### src/design/bads_pkg.sv
// ----------------------------------------------------------------------------
// bads_pkg: shared definitions for the block average downscaler
// Field widths, configuration register indexes, reset values and the flag
// group that travels with each icon pixel through the divider.
// ----------------------------------------------------------------------------
package bads_pkg;

  // Default geometry: icon side in pixels and the largest tile side.
  localparam int ICON_SIDE_DEF = 64;
  localparam int TILE_MAX_DEF  = 64;

  // Fixed field widths.
  localparam int GRAY_W    = 16;  // grey level and average
  localparam int PIX_W     = 17;  // signed input sample
  localparam int BLK_W     = 7;   // block_size register
  localparam int CFG_W     = 16;  // configuration write data
  localparam int CFG_IDX_W = 1;   // configuration register index

  // Configuration register indexes.
  localparam logic [CFG_IDX_W-1:0] REG_MAX_GRAY   = 1'd0;
  localparam logic [CFG_IDX_W-1:0] REG_BLOCK_SIZE = 1'd1;

  // Reset value of max_gray.
  localparam logic [GRAY_W-1:0] MAX_GRAY_RST = 16'd255;

  // Position flags of one icon pixel.
  typedef struct packed {
    logic row_end;
    logic image_end;
  } tile_flags_t;

endpackage

### src/design/bads_divider.sv
// ----------------------------------------------------------------------------
// bads_divider: pipelined restoring divider
// Divides a tile sum by the tile area, one quotient bit per stage, and carries
// the tile column and position flags alongside. All stages move on en.
// ----------------------------------------------------------------------------
module bads_divider
  import bads_pkg::*;
#(
  parameter int SUM_W = 28,
  parameter int DIV_W = 14,
  parameter int Q_W   = 16,
  parameter int TC_W  = 6
) (
  input  logic             clk,
  input  logic             rst_n,
  input  logic             en,
  input  logic             in_valid,
  input  logic [SUM_W-1:0] in_sum,
  input  logic [DIV_W-1:0] divisor,
  input  logic [TC_W-1:0]  in_tc,
  input  tile_flags_t      in_flags,
  output logic             out_valid,
  output logic [Q_W-1:0]   out_quot,
  output logic [TC_W-1:0]  out_tc,
  output tile_flags_t      out_flags
);

  localparam int CMP_W = (SUM_W > DIV_W + Q_W) ? SUM_W : DIV_W + Q_W;

  logic [Q_W:0]     v_r;
  logic [SUM_W-1:0] rem_r   [Q_W+1];
  logic [Q_W-1:0]   q_r     [Q_W+1];
  logic [TC_W-1:0]  tc_r    [Q_W+1];
  tile_flags_t      flg_r   [Q_W+1];
  logic [SUM_W-1:0] rem_nxt [Q_W];
  logic [Q_W-1:0]   q_nxt   [Q_W];
  logic [CMP_W-1:0] shifted [Q_W];

  // Stage k decides quotient bit Q_W-1-k.
  always_comb begin
    for (int k = 0; k < Q_W; k++) begin
      shifted[k] = CMP_W'(divisor) << (Q_W - 1 - k);
      if (CMP_W'(rem_r[k]) >= shifted[k]) begin
        rem_nxt[k] = SUM_W'(CMP_W'(rem_r[k]) - shifted[k]);
        q_nxt[k]   = q_r[k] | (Q_W'(1) << (Q_W - 1 - k));
      end else begin
        rem_nxt[k] = rem_r[k];
        q_nxt[k]   = q_r[k];
      end
    end
  end

  always_ff @(posedge clk) begin
    if (!rst_n) begin
      v_r <= '0;
    end else if (en) begin
      v_r <= {v_r[Q_W-1:0], in_valid};
    end
  end

  always_ff @(posedge clk) begin
    if (en) begin
      rem_r[0] <= in_sum;
      q_r[0]   <= '0;
      tc_r[0]  <= in_tc;
      flg_r[0] <= in_flags;
      for (int k = 0; k < Q_W; k++) begin
        rem_r[k+1] <= rem_nxt[k];
        q_r[k+1]   <= q_nxt[k];
        tc_r[k+1]  <= tc_r[k];
        flg_r[k+1] <= flg_r[k];
      end
    end
  end

  assign out_valid = v_r[Q_W];
  assign out_quot  = q_r[Q_W];
  assign out_tc    = tc_r[Q_W];
  assign out_flags = flg_r[Q_W];

endmodule

### src/design/block_average_downscale_unit.sv
// ----------------------------------------------------------------------------
// block_average_downscale_unit: box-filter downscaler to a square icon
// Streams grey samples in raster order and emits the floor average of every
// block_size by block_size tile as one icon pixel.
// ----------------------------------------------------------------------------
// The unit takes one pixel transfer per clock cycle, sustained, for as long as
// the result side keeps up; the tile-sum memory, with one read and one write
// port, does one read-modify-write per pixel, and a forwarding register covers
// back-to-back pixels in the same tile column. An icon pixel appears on the
// output once its tile's bottom-right sample has passed the register stages,
// and can transfer at the next edge at the earliest. Q_W + 2 register stages
// lie between input and output: the accumulate stage, which is loaded at the
// transfer edge together with the memory read data, the divider's load stage,
// and one divider stage per quotient bit. A stalled result freezes the whole
// pipeline, so the input side stalls in the same cycle.
// Writing block_size restarts the image at once: sums are dropped through a
// valid bit per column entry, so no clearing pass is needed after reset or
// after the write. Samples below zero or above max_gray add zero to the sum.
// Configuration must only be written while no pixel is in flight.
// ----------------------------------------------------------------------------
module block_average_downscale_unit
  import bads_pkg::*;
#(
  parameter int ICON_SIDE = ICON_SIDE_DEF,
  parameter int TILE_MAX  = TILE_MAX_DEF
) (
  input  logic                         clk,
  input  logic                         rst_n,
  // Configuration write port
  input  logic                         cfg_we,
  input  logic [CFG_IDX_W-1:0]         cfg_index,
  input  logic [CFG_W-1:0]             cfg_wdata,
  // Pixel input channel
  input  logic                         in_valid,
  output logic                         in_stall,
  input  logic signed [PIX_W-1:0]      in_pixel_value,
  // Icon pixel output channel
  output logic                         out_valid,
  input  logic                         out_stall,
  output logic [GRAY_W-1:0]            out_average,
  output logic [$clog2(ICON_SIDE)-1:0] out_tile_column,
  output logic                         out_row_end,
  output logic                         out_image_end
);

  // Derived widths.
  localparam int TC_W   = $clog2(ICON_SIDE);
  localparam int CIT_W  = (TILE_MAX > 1) ? $clog2(TILE_MAX) : 1;
  localparam int EB_W   = $clog2(TILE_MAX + 1);
  localparam int EXT_W  = (EB_W > BLK_W) ? EB_W : BLK_W;
  localparam int DIV_W  = 2 * EB_W;
  localparam int SUM_W  = GRAY_W + 2 * $clog2(TILE_MAX);
  localparam int Q_W    = GRAY_W;

  // --------------------------------------------------------------------------
  // Configuration registers. The tile side is stored already clamped, as
  // side minus one for the position counters and as the tile area for the
  // divider.
  // --------------------------------------------------------------------------
  logic [GRAY_W-1:0] max_gray_r;
  logic [CIT_W-1:0]  bs_m1_r;
  logic [DIV_W-1:0]  bs_sq_r;
  logic [EXT_W-1:0]  blk_ext;
  logic [EB_W-1:0]   blk_eff;
  logic              restart;

  assign restart = cfg_we && (cfg_index == REG_BLOCK_SIZE);
  assign blk_ext = EXT_W'(cfg_wdata[BLK_W-1:0]);

  // A zero tile side acts as one, and anything above TILE_MAX as TILE_MAX.
  always_comb begin
    if (blk_ext == '0) begin
      blk_eff = EB_W'(1);
    end else if (blk_ext > EXT_W'(TILE_MAX)) begin
      blk_eff = EB_W'(TILE_MAX);
    end else begin
      blk_eff = EB_W'(blk_ext);
    end
  end

  always_ff @(posedge clk) begin
    if (!rst_n) begin
      max_gray_r <= MAX_GRAY_RST;
      bs_m1_r    <= '0;
      bs_sq_r    <= DIV_W'(1);
    end else if (cfg_we) begin
      unique case (cfg_index)
        REG_MAX_GRAY: begin
          max_gray_r <= cfg_wdata[GRAY_W-1:0];
        end
        REG_BLOCK_SIZE: begin
          bs_m1_r <= CIT_W'(blk_eff - EB_W'(1));
          bs_sq_r <= DIV_W'(blk_eff) * DIV_W'(blk_eff);
        end
        default: begin
        end
      endcase
    end
  end

  // --------------------------------------------------------------------------
  // Pipeline enable: everything advances unless a finished icon pixel is
  // waiting on a stalled output.
  // --------------------------------------------------------------------------
  logic en;
  logic in_xfer;
  logic div_out_valid;

  assign en       = !div_out_valid || !out_stall;
  assign in_stall = !en;
  assign in_xfer  = in_valid && en;

  // --------------------------------------------------------------------------
  // Position counters: sample column inside the tile, tile column, sample row
  // inside the tile row, and tile row.
  // --------------------------------------------------------------------------
  logic [CIT_W-1:0] col_in_tile_r;
  logic [TC_W-1:0]  tile_col_r;
  logic [CIT_W-1:0] row_in_tile_r;
  logic [TC_W-1:0]  tile_row_r;
  logic             col_last;
  logic             tcol_last;
  logic             rit_last;
  logic             trow_last;
  logic             line_end;

  assign col_last  = (col_in_tile_r == bs_m1_r);
  assign tcol_last = (tile_col_r == TC_W'(ICON_SIDE - 1));
  assign rit_last  = (row_in_tile_r == bs_m1_r);
  assign trow_last = (tile_row_r == TC_W'(ICON_SIDE - 1));
  assign line_end  = col_last && tcol_last;

  always_ff @(posedge clk) begin
    if (!rst_n || restart) begin
      col_in_tile_r <= '0;
      tile_col_r    <= '0;
      row_in_tile_r <= '0;
      tile_row_r    <= '0;
    end else if (in_xfer) begin
      col_in_tile_r <= col_last ? '0 : col_in_tile_r + CIT_W'(1);
      if (col_last) begin
        tile_col_r <= tcol_last ? '0 : tile_col_r + TC_W'(1);
      end
      if (line_end) begin
        row_in_tile_r <= rit_last ? '0 : row_in_tile_r + CIT_W'(1);
        if (rit_last) begin
          tile_row_r <= trow_last ? '0 : tile_row_r + TC_W'(1);
        end
      end
    end
  end

  // Out-of-range samples contribute nothing.
  logic [GRAY_W-1:0] sample;

  always_comb begin
    if (in_pixel_value[PIX_W-1] || (in_pixel_value[GRAY_W-1:0] > max_gray_r)) begin
      sample = '0;
    end else begin
      sample = in_pixel_value[GRAY_W-1:0];
    end
  end

  // --------------------------------------------------------------------------
  // Accumulate stage. The memory read is issued with the transfer; the item
  // then sits here while its read data arrives and is written back on the
  // next enabled edge.
  // --------------------------------------------------------------------------
  logic              b_valid_r;
  logic [GRAY_W-1:0] b_sample_r;
  logic [TC_W-1:0]   b_tc_r;
  logic              b_emit_r;
  tile_flags_t       b_flags_r;

  always_ff @(posedge clk) begin
    if (!rst_n) begin
      b_valid_r <= 1'b0;
    end else if (en) begin
      b_valid_r <= in_valid;
    end
  end

  always_ff @(posedge clk) begin
    if (in_xfer) begin
      b_sample_r          <= sample;
      b_tc_r              <= tile_col_r;
      b_emit_r            <= col_last && rit_last;
      b_flags_r.row_end   <= tcol_last;
      b_flags_r.image_end <= tcol_last && trow_last;
    end
  end

  // Tile-sum memory, one entry per tile column, with a valid bit per entry so
  // that a restart drops every sum at once.
  logic [SUM_W-1:0]     sums_mem [ICON_SIDE];
  logic [ICON_SIDE-1:0] entry_valid_r;
  logic [SUM_W-1:0]     rd_data_r;
  logic                 rd_vld_r;
  logic                 wr_en;
  logic [SUM_W-1:0]     wr_data;
  logic [SUM_W-1:0]     old_sum;
  logic [SUM_W-1:0]     new_sum;

  // Last written entry, forwarded when the next item reads the same column
  // in the cycle of the write.
  logic                 fwd_valid_r;
  logic [TC_W-1:0]      fwd_addr_r;
  logic [SUM_W-1:0]     fwd_data_r;
  logic                 fwd_hit;

  assign wr_en   = en && b_valid_r;
  assign fwd_hit = fwd_valid_r && (fwd_addr_r == b_tc_r);

  always_comb begin
    if (fwd_hit) begin
      old_sum = fwd_data_r;
    end else if (rd_vld_r) begin
      old_sum = rd_data_r;
    end else begin
      old_sum = '0;
    end
    new_sum = old_sum + SUM_W'(b_sample_r);
    // The emitted tile leaves its column cleared for the next tile row.
    wr_data = b_emit_r ? '0 : new_sum;
  end

  always_ff @(posedge clk) begin
    if (en) begin
      rd_data_r <= sums_mem[tile_col_r];
    end
    if (wr_en) begin
      sums_mem[b_tc_r] <= wr_data;
    end
  end

  always_ff @(posedge clk) begin
    if (!rst_n || restart) begin
      entry_valid_r <= '0;
      rd_vld_r      <= 1'b0;
      fwd_valid_r   <= 1'b0;
    end else if (en) begin
      rd_vld_r    <= entry_valid_r[tile_col_r];
      fwd_valid_r <= b_valid_r;
      if (b_valid_r) begin
        entry_valid_r[b_tc_r] <= 1'b1;
      end
    end
  end

  always_ff @(posedge clk) begin
    if (en) begin
      fwd_addr_r <= b_tc_r;
      fwd_data_r <= wr_data;
    end
  end

  // --------------------------------------------------------------------------
  // Divide the finished tile sum by the tile area.
  // --------------------------------------------------------------------------
  tile_flags_t div_flags;

  bads_divider #(
    .SUM_W (SUM_W),
    .DIV_W (DIV_W),
    .Q_W   (Q_W),
    .TC_W  (TC_W)
  ) u_divider (
    .clk       (clk),
    .rst_n     (rst_n),
    .en        (en),
    .in_valid  (b_valid_r && b_emit_r),
    .in_sum    (new_sum),
    .divisor   (bs_sq_r),
    .in_tc     (b_tc_r),
    .in_flags  (b_flags_r),
    .out_valid (div_out_valid),
    .out_quot  (out_average),
    .out_tc    (out_tile_column),
    .out_flags (div_flags)
  );

  assign out_valid     = div_out_valid;
  assign out_row_end   = div_flags.row_end;
  assign out_image_end = div_flags.image_end;

`ifndef SYNTHESIS
  // The end-of-row flag marks exactly the last icon column.
  a_row_end_column: assert property (@(posedge clk) disable iff (!rst_n)
    out_valid |-> (out_row_end == (out_tile_column == TC_W'(ICON_SIDE - 1))))
    else $error("row_end flag does not match the icon column");

  // The end-of-image flag only comes with the end of a row.
  a_image_end_row: assert property (@(posedge clk) disable iff (!rst_n)
    (out_valid && out_image_end) |-> out_row_end)
    else $error("image_end without row_end");

  // The input side only stalls behind a stalled result.
  a_stall_cause: assert property (@(posedge clk) disable iff (!rst_n)
    in_stall |-> (out_valid && out_stall))
    else $error("input stalled without a stalled result");

  // A tile sum never wraps around.
  a_sum_no_wrap: assert property (@(posedge clk) disable iff (!rst_n)
    wr_en |-> (new_sum >= old_sum))
    else $error("tile sum overflowed");

  // An item written back has its forwarded copy on the next enabled edge.
  a_fwd_track: assert property (@(posedge clk) disable iff (!rst_n || restart)
    wr_en |=> (fwd_valid_r && (fwd_addr_r == $past(b_tc_r))))
    else $error("forwarding register lost the last write");
`endif

endmodule

### config.mk
export PLATFORM = sky130hd
export DESIGN_NAME = block_average_downscale_unit
export DESIGN_NICKNAME = d
export VERILOG_FILES = /design/src/design/bads_pkg.sv /design/src/design/bads_divider.sv /design/src/design/block_average_downscale_unit.sv
export SDC_FILE = /design/constraint.sdc
export NUM_CORES = 2
export LEC_CHECK = 0
export BUFFER_PORTS_ARGS = -buffer_cell sky130_fd_sc_hd__buf_2
export CAP_MARGIN = 10
export CORE_ASPECT_RATIO = 0.6
export CORE_MARGIN = 5
export CORE_UTILIZATION = 60
export CTS_CLUSTER_DIAMETER = 120
export DETAILED_ROUTE_END_ITERATION = 8
export PLACE_DENSITY = 0.76
export RECOVER_POWER = 50
export SLEW_MARGIN = 0
export SYNTH_ARGS = -nofsm -noshare
export SYNTH_HDL_FRONTEND = slang
export SYNTH_SLANG_ARGS = --single-unit
### constraint.sdc
create_clock -name clk -period 33 [get_ports clk]
set_clock_uncertainty 0.1 [all_clocks]
set_input_delay 3.3 -clock clk [delete_from_list [all_inputs] [get_ports clk]]
set_output_delay 3.3 -clock clk [all_outputs]
set_load 0.01 [all_outputs]
Yosys cells after proc, flatten, opt, wreduce, memory -nomap -nowiden. Memory sizes are Yosys's and may differ from the RTL's. A register that Yosys moved wholly into a read port is not among the register bits. Index checks and enable logic that the tools add are counted.

Register bits: 203. Memory bits (writable): 2676. Bits of input ports: 39. Output and inout port bits: 26. Logic and storage cells: 147. Memories: 5.

$add $sub $neg: 22. $mul: 1. Order comparisons: 21. Eq/ne operators: 5. Multiplexer cells: 49. Bitwise gates (word level): 2. Reduce and logical (&&, ||, !) cells: 23.

Memory list: sums_mem (depth 64, bits a word 28, rd ports 1, clocked after Yosys merged registers in 1, wr ports 1, line block_average_downscale_unit.sv:195) `logic [SUM_W-1:0] sums_mem [ICON_SIDE];`; u_divider.rem_r (depth 17, bits a word 28, rd ports 16, clocked after Yosys merged registers in 0, wr ports 17, line bads_divider.sv:31) `logic [SUM_W-1:0] rem_r [Q_W+1];`; u_divider.q_r (depth 17, bits a word 16, rd ports 17, clocked after Yosys merged registers in 0, wr ports 17, line bads_divider.sv:32) `logic [Q_W-1:0] q_r [Q_W+1];`; u_divider.tc_r (depth 17, bits a word 6, rd ports 17, clocked after Yosys merged registers in 0, wr ports 17, line bads_divider.sv:33) `logic [TC_W-1:0] tc_r [Q_W+1];`; u_divider.flg_r (depth 17, bits a word 2, rd ports 17, clocked after Yosys merged registers in 0, wr ports 17, line bads_divider.sv:34) `tile_flags_t flg_r [Q_W+1];`.

Operators by type and width (count): 28-bit 2-to-1 mux (19); 64-bit OR (1); 28-bit subtractor (2); 6-bit 2-to-1 mux (5); 28-bit by 29-bit >= comparator with 1-bit output (1); 28-bit by 16-bit adder with 28-bit output (1); 28-bit by 14-bit >= comparator with 1-bit output (1); 28-bit by 15-bit >= comparator with 1-bit output (1); 28-bit by 16-bit >= comparator with 1-bit output (1); 28-bit by 17-bit >= comparator with 1-bit output (1); 28-bit by 18-bit >= comparator with 1-bit output (1); 28-bit by 19-bit >= comparator with 1-bit output (1); 28-bit by 20-bit >= comparator with 1-bit output (1); 28-bit by 21-bit >= comparator with 1-bit output (1); 28-bit by 22-bit >= comparator with 1-bit output (1); 28-bit by 23-bit >= comparator with 1-bit output (1); 28-bit by 24-bit >= comparator with 1-bit output (1); 28-bit by 25-bit >= comparator with 1-bit output (1); 28-bit by 26-bit >= comparator with 1-bit output (1); 28-bit by 27-bit >= comparator with 1-bit output (1); 28-bit >= comparator (1); 28-bit by 14-bit subtractor with 28-bit output (1); 28-bit by 15-bit subtractor with 28-bit output (1); 28-bit by 16-bit subtractor with 28-bit output (1); 44 further kinds (76).

Logic depth before layout (Yosys ltp).
Word-level depth: 5. Mapped depth: 20. Depth with buffers taken out: 17.

By module. From an unflattened synthesis, not the netlist that was laid out.

Cells, all modules: 6639. Area total of the unflattened synthesis: 116305.3 µm².

By module, submodules not included: block_average_downscale_unit (instances 1, cells each 3695, area an instance 79013.3 µm², seq. area each 58946.5 µm²); bads_divider (instances 1, cells each 2944, area an instance 37292.0 µm², seq. area each 21961.1 µm²).

Worst setup path after synthesis. No wires, ideal clock.

Kind: input port to flip-flop. From: input out_stall. To: register fwd_addr_r[0], enable pin. Data arrival time: 24.693 ns. Required time: 31.461 ns. Setup slack: 6.768 ns. Cell stages on the path: 3. Buffers on the path: 2. Cells stage by stage: nand2_1 > clkbuf_1 > buf_1.

Longest elaborated chain between the ends: 2.

Ends and longest elaborated chain: start, declared (line block_average_downscale_unit.sv:39) `input logic out_stall,`; 1-bit zero test (line block_average_downscale_unit.sv:109) `assign en = !div_out_valid || !out_stall;`; 1-bit logical OR (line block_average_downscale_unit.sv:109); end signal, assigned (line block_average_downscale_unit.sv:252) `fwd_addr_r <= b_tc_r;`; end, declared (line block_average_downscale_unit.sv:207) `logic [TC_W-1:0] fwd_addr_r;`.

No other way between the ends. A chain may end at the register's enable or synchronous reset.

==> flow_metrics.tcl <==
set metrics [dict create \
    crit_path_start_kind "input port" \
    clkSlewWorstSetupHoldPaths_ns 0.06 \
    ys_top_cells_by_area "edfxtp_1, mux4_2, ha_1, dfxtp_1, nor2_1" \
    tightest_slew_ns 10.10 \
    max_freq_mhz 70.44 \
    clock-sinks 2736 \
    ys_seq_area_frac 0.7038 \
    gp_congestion 0.8861 \
    start_util 0.6026 \
    placement.setup.worst_slack_ns 24.89 \
    ios 65 \
    setup_slack_ns 18.80 \
    outcome "finished with violations" \
    fp.dieW_um 574.5 \
    n_fill_cell 12320 \
    max_slew_margin -5.732 \
    timing.final.crit_share 0.4302 \
    hp-class "register to register" \
    yosysTopAreaCellShare 0.6788 \
    cts_resized 0 \
    p_leak_nw 43.04 \
    violations "max-capacitance violations, max-slew violations" \
    die_area_mm2 0.2003 \
    syn_inst 6502 \
    vias_per_cell 6.653 \
    end_kind "register" \
    async_flop_share 0 \
    route.detailed.drc 0 \
    critPathRequiredTime_ns 33.36 \
    grt_setup_unrepaired "false" \
    synth_cell_types 86 \
    antenna_found_initial 24 \
    portBuffers 64 \
    grt_usage 0.2771 \
    cts_hold_buf 0 \
    hold_viol_final 0 \
    route.detailed.wl_per_inst_um 29.54 \
    overflow 0 \
    ys.flop_type "edfxtp_1" \
    synth_seq_cells 2736 \
    drt_iter0_drc 8990 \
    crit_chain "buf_2 -> nand2_1 -> clkbuf_1 -> clkbuf_1 -> buf_4" \
    row_count 124 \
    critPathArrivalTime_ns 14.55 \
    final_nets 7044 \
    cts_made_buffers 237 \
    fin_setup_tns_ns 0 \
    antenna_left 0 \
    drv_slew 2456 \
    max-vdd-ir-drop_v 0.00005206 \
    netlist_area_mm2 0.1147 \
    clockBufferDepth 4 \
    ys_warn_count 0 \
    synthToLayoutAreaGrowth_pct 9.722 \
    cpMaxStageDelayCell "clkbuf_1" \
    path_class "input port to register" \
    synth.most_common_cell "edfxtp_1" \
    root_buffer "clkbuf_16" \
    finalCriticalPeriod_ns 14.20 \
    die_y_um 348.7 \
    hpwl_um 166100 \
    grt_pass1_wl_um 407100 \
    critPathMaxFanout 187 \
    design.core.area_mm2 0.1904 \
    post-cts-setup-buffer-count 0 \
    synth.avg_cell_area_um2 17.64 \
    cts_tree "built" \
    finalSetupViolCount 0 \
    crit_path_max_incr_delay_ns 6.93 \
    yosysTopAreaCell "edfxtp_1" \
    clock_latency_ns 0.91 \
    drive_gt1_frac 0.1724 \
    wl_um 277900 \
    synth_common_cells "edfxtp_1, mux4_2, nor2_1" \
    grt_max_degree 188 \
    num_vias 62590 \
    crit_top_cell "clkbuf_1" \
    maxCapViolCount 59 \
    grt_pass1_vias 59900 \
    first_pass_iters 6 \
    htree_levels 4 \
    power_density_mw_per_mm2 70.96 \
    synth_edf_count 2593 \
]
==> per-stage QoR <==
stage / cells / cell area, um2 / power, mW / utilization / hold slack, ns
global placement: 8971 / 118900 / 6.164 / 0.6245 / 0.3005
finish: 9408 / 125900 / 8.931 / 0.6612 / 0.3053
detailed placement: 8971 / 118900 / 6.222 / 0.6245 / 0.3045
global route: 9398 / 125800 / 9.327 / 0.6610 / 0.3039
CTS: 9397 / 126300 / 8.932 / 0.6635 / 0.3005
floorplan: 6507 / 114700 / 5.716 / - / 0.3003
==> metal layers <==
layer,wire (um),global-route usage,part of all wire
met1,115900,0.4435,0.42
met2,115100,0.3740,0.41
met3,41410,0.09349,0.15
met4,5305,0.05508,0.019
met5,76,0,0.00027
==> registers in the layout, summed over array words and instances (netlist names), 17 cells and up <==
name and cells:
u_divider.rem_r 448, u_divider.v_r 17, fwd_data_r 28, u_divider.q_r 136
sums_mem 1792, u_divider.tc_r 97, rd_data_r 28, u_divider.flg_r 34
entry_valid_r 64
==> layout make-up <==
| cell class | instances | area [um2] | area share |
|---|---|---|---|
| Inverter | 149 | 559.3 | 0.004444 |
| Clock inverter | 140 | 1225 | 0.009732 |
| Timing Repair Buffer | 177 | 980.9 | 0.007794 |
| Antenna cell | 10 | 25.02 | 0.0001988 |
| Sequential cell | 2736 | 80740 | 0.6415 |
| Clock buffer | 286 | 6217 | 0.04940 |
| Tap cell | 2520 | 3153 | 0.02505 |
| Multi-Input combinational cell | 3390 | 32960 | 0.2619 |
==> layout by cell type, fill, tap and decap left out, types with 24 or more instances in the layout <==
master,instances
nand3_1,79
or3_1,36
clkbuf_16,239
inv_1,148
o21a_1,60
buf_4,53
nand2b_1,45
dfxtp_1,139
mux2_2,42
a21oi_1,240
o21ai_0,174
edfxtp_1,2593
nor2_4,48
clkbuf_1,125
nor3_1,86
a21o_1,60
and3_1,27
and2_1,29
xor2_1,161
clkinv_1,50
nand4_1,50
a211oi_1,24
ha_1,298
a21boi_0,33
nor4_1,46
xnor2_1,144
nor2_1,340
mux4_2,609
buf_2,36
nand2_1,345
clkinv_2,49
nor2b_1,55
==> cells by family after synthesis <==
logic type | Yosys count | share of synthesized area
AOI/OAI and AO/OA | 778 | 0.04350
other | 2 | 0.00006547
DFF | 2736 | 0.7038
and+or+nand+nor | 1318 | 0.05562
buffers and inverters | 381 | 0.01323
xor gates and xnor gates | 305 | 0.02329
muxes | 668 | 0.1253
adders and majority gates | 314 | 0.03530
==> path summary, 6_finish.rpt <==
path / to / slack (ns) / cells past startpoint / from
worst max-delay path: u_divider.tc_r[1][7] / 18.80 / 5 / out_stall
worst min-delay path: u_divider.tc_r[1][30] / 0.31 / 0 / u_divider.tc_r[1][24]
worst max register to register: u_divider.tc_r[1][7] / 21.05 / 4 / u_divider.v_r[16]
worst min register to register: u_divider.tc_r[1][30] / 0.31 / 0 / u_divider.tc_r[1][24]
==> worst max-delay path: cells and delay by family <==
kind | cells | cell delay [ns]
buf+inv | 4 | 10.37
simple gates | 1 | 0.48
==> power breakdown <==
| part | internal, mW | switching, mW |
|---|---|---|
| Sequential | 4.18 | 0.184 |
| Combinational | 0.765 | 1.07 |
| Clock | 1.49 | 1.24 |
No activity file was read; power rests on OpenSTA's default activity.
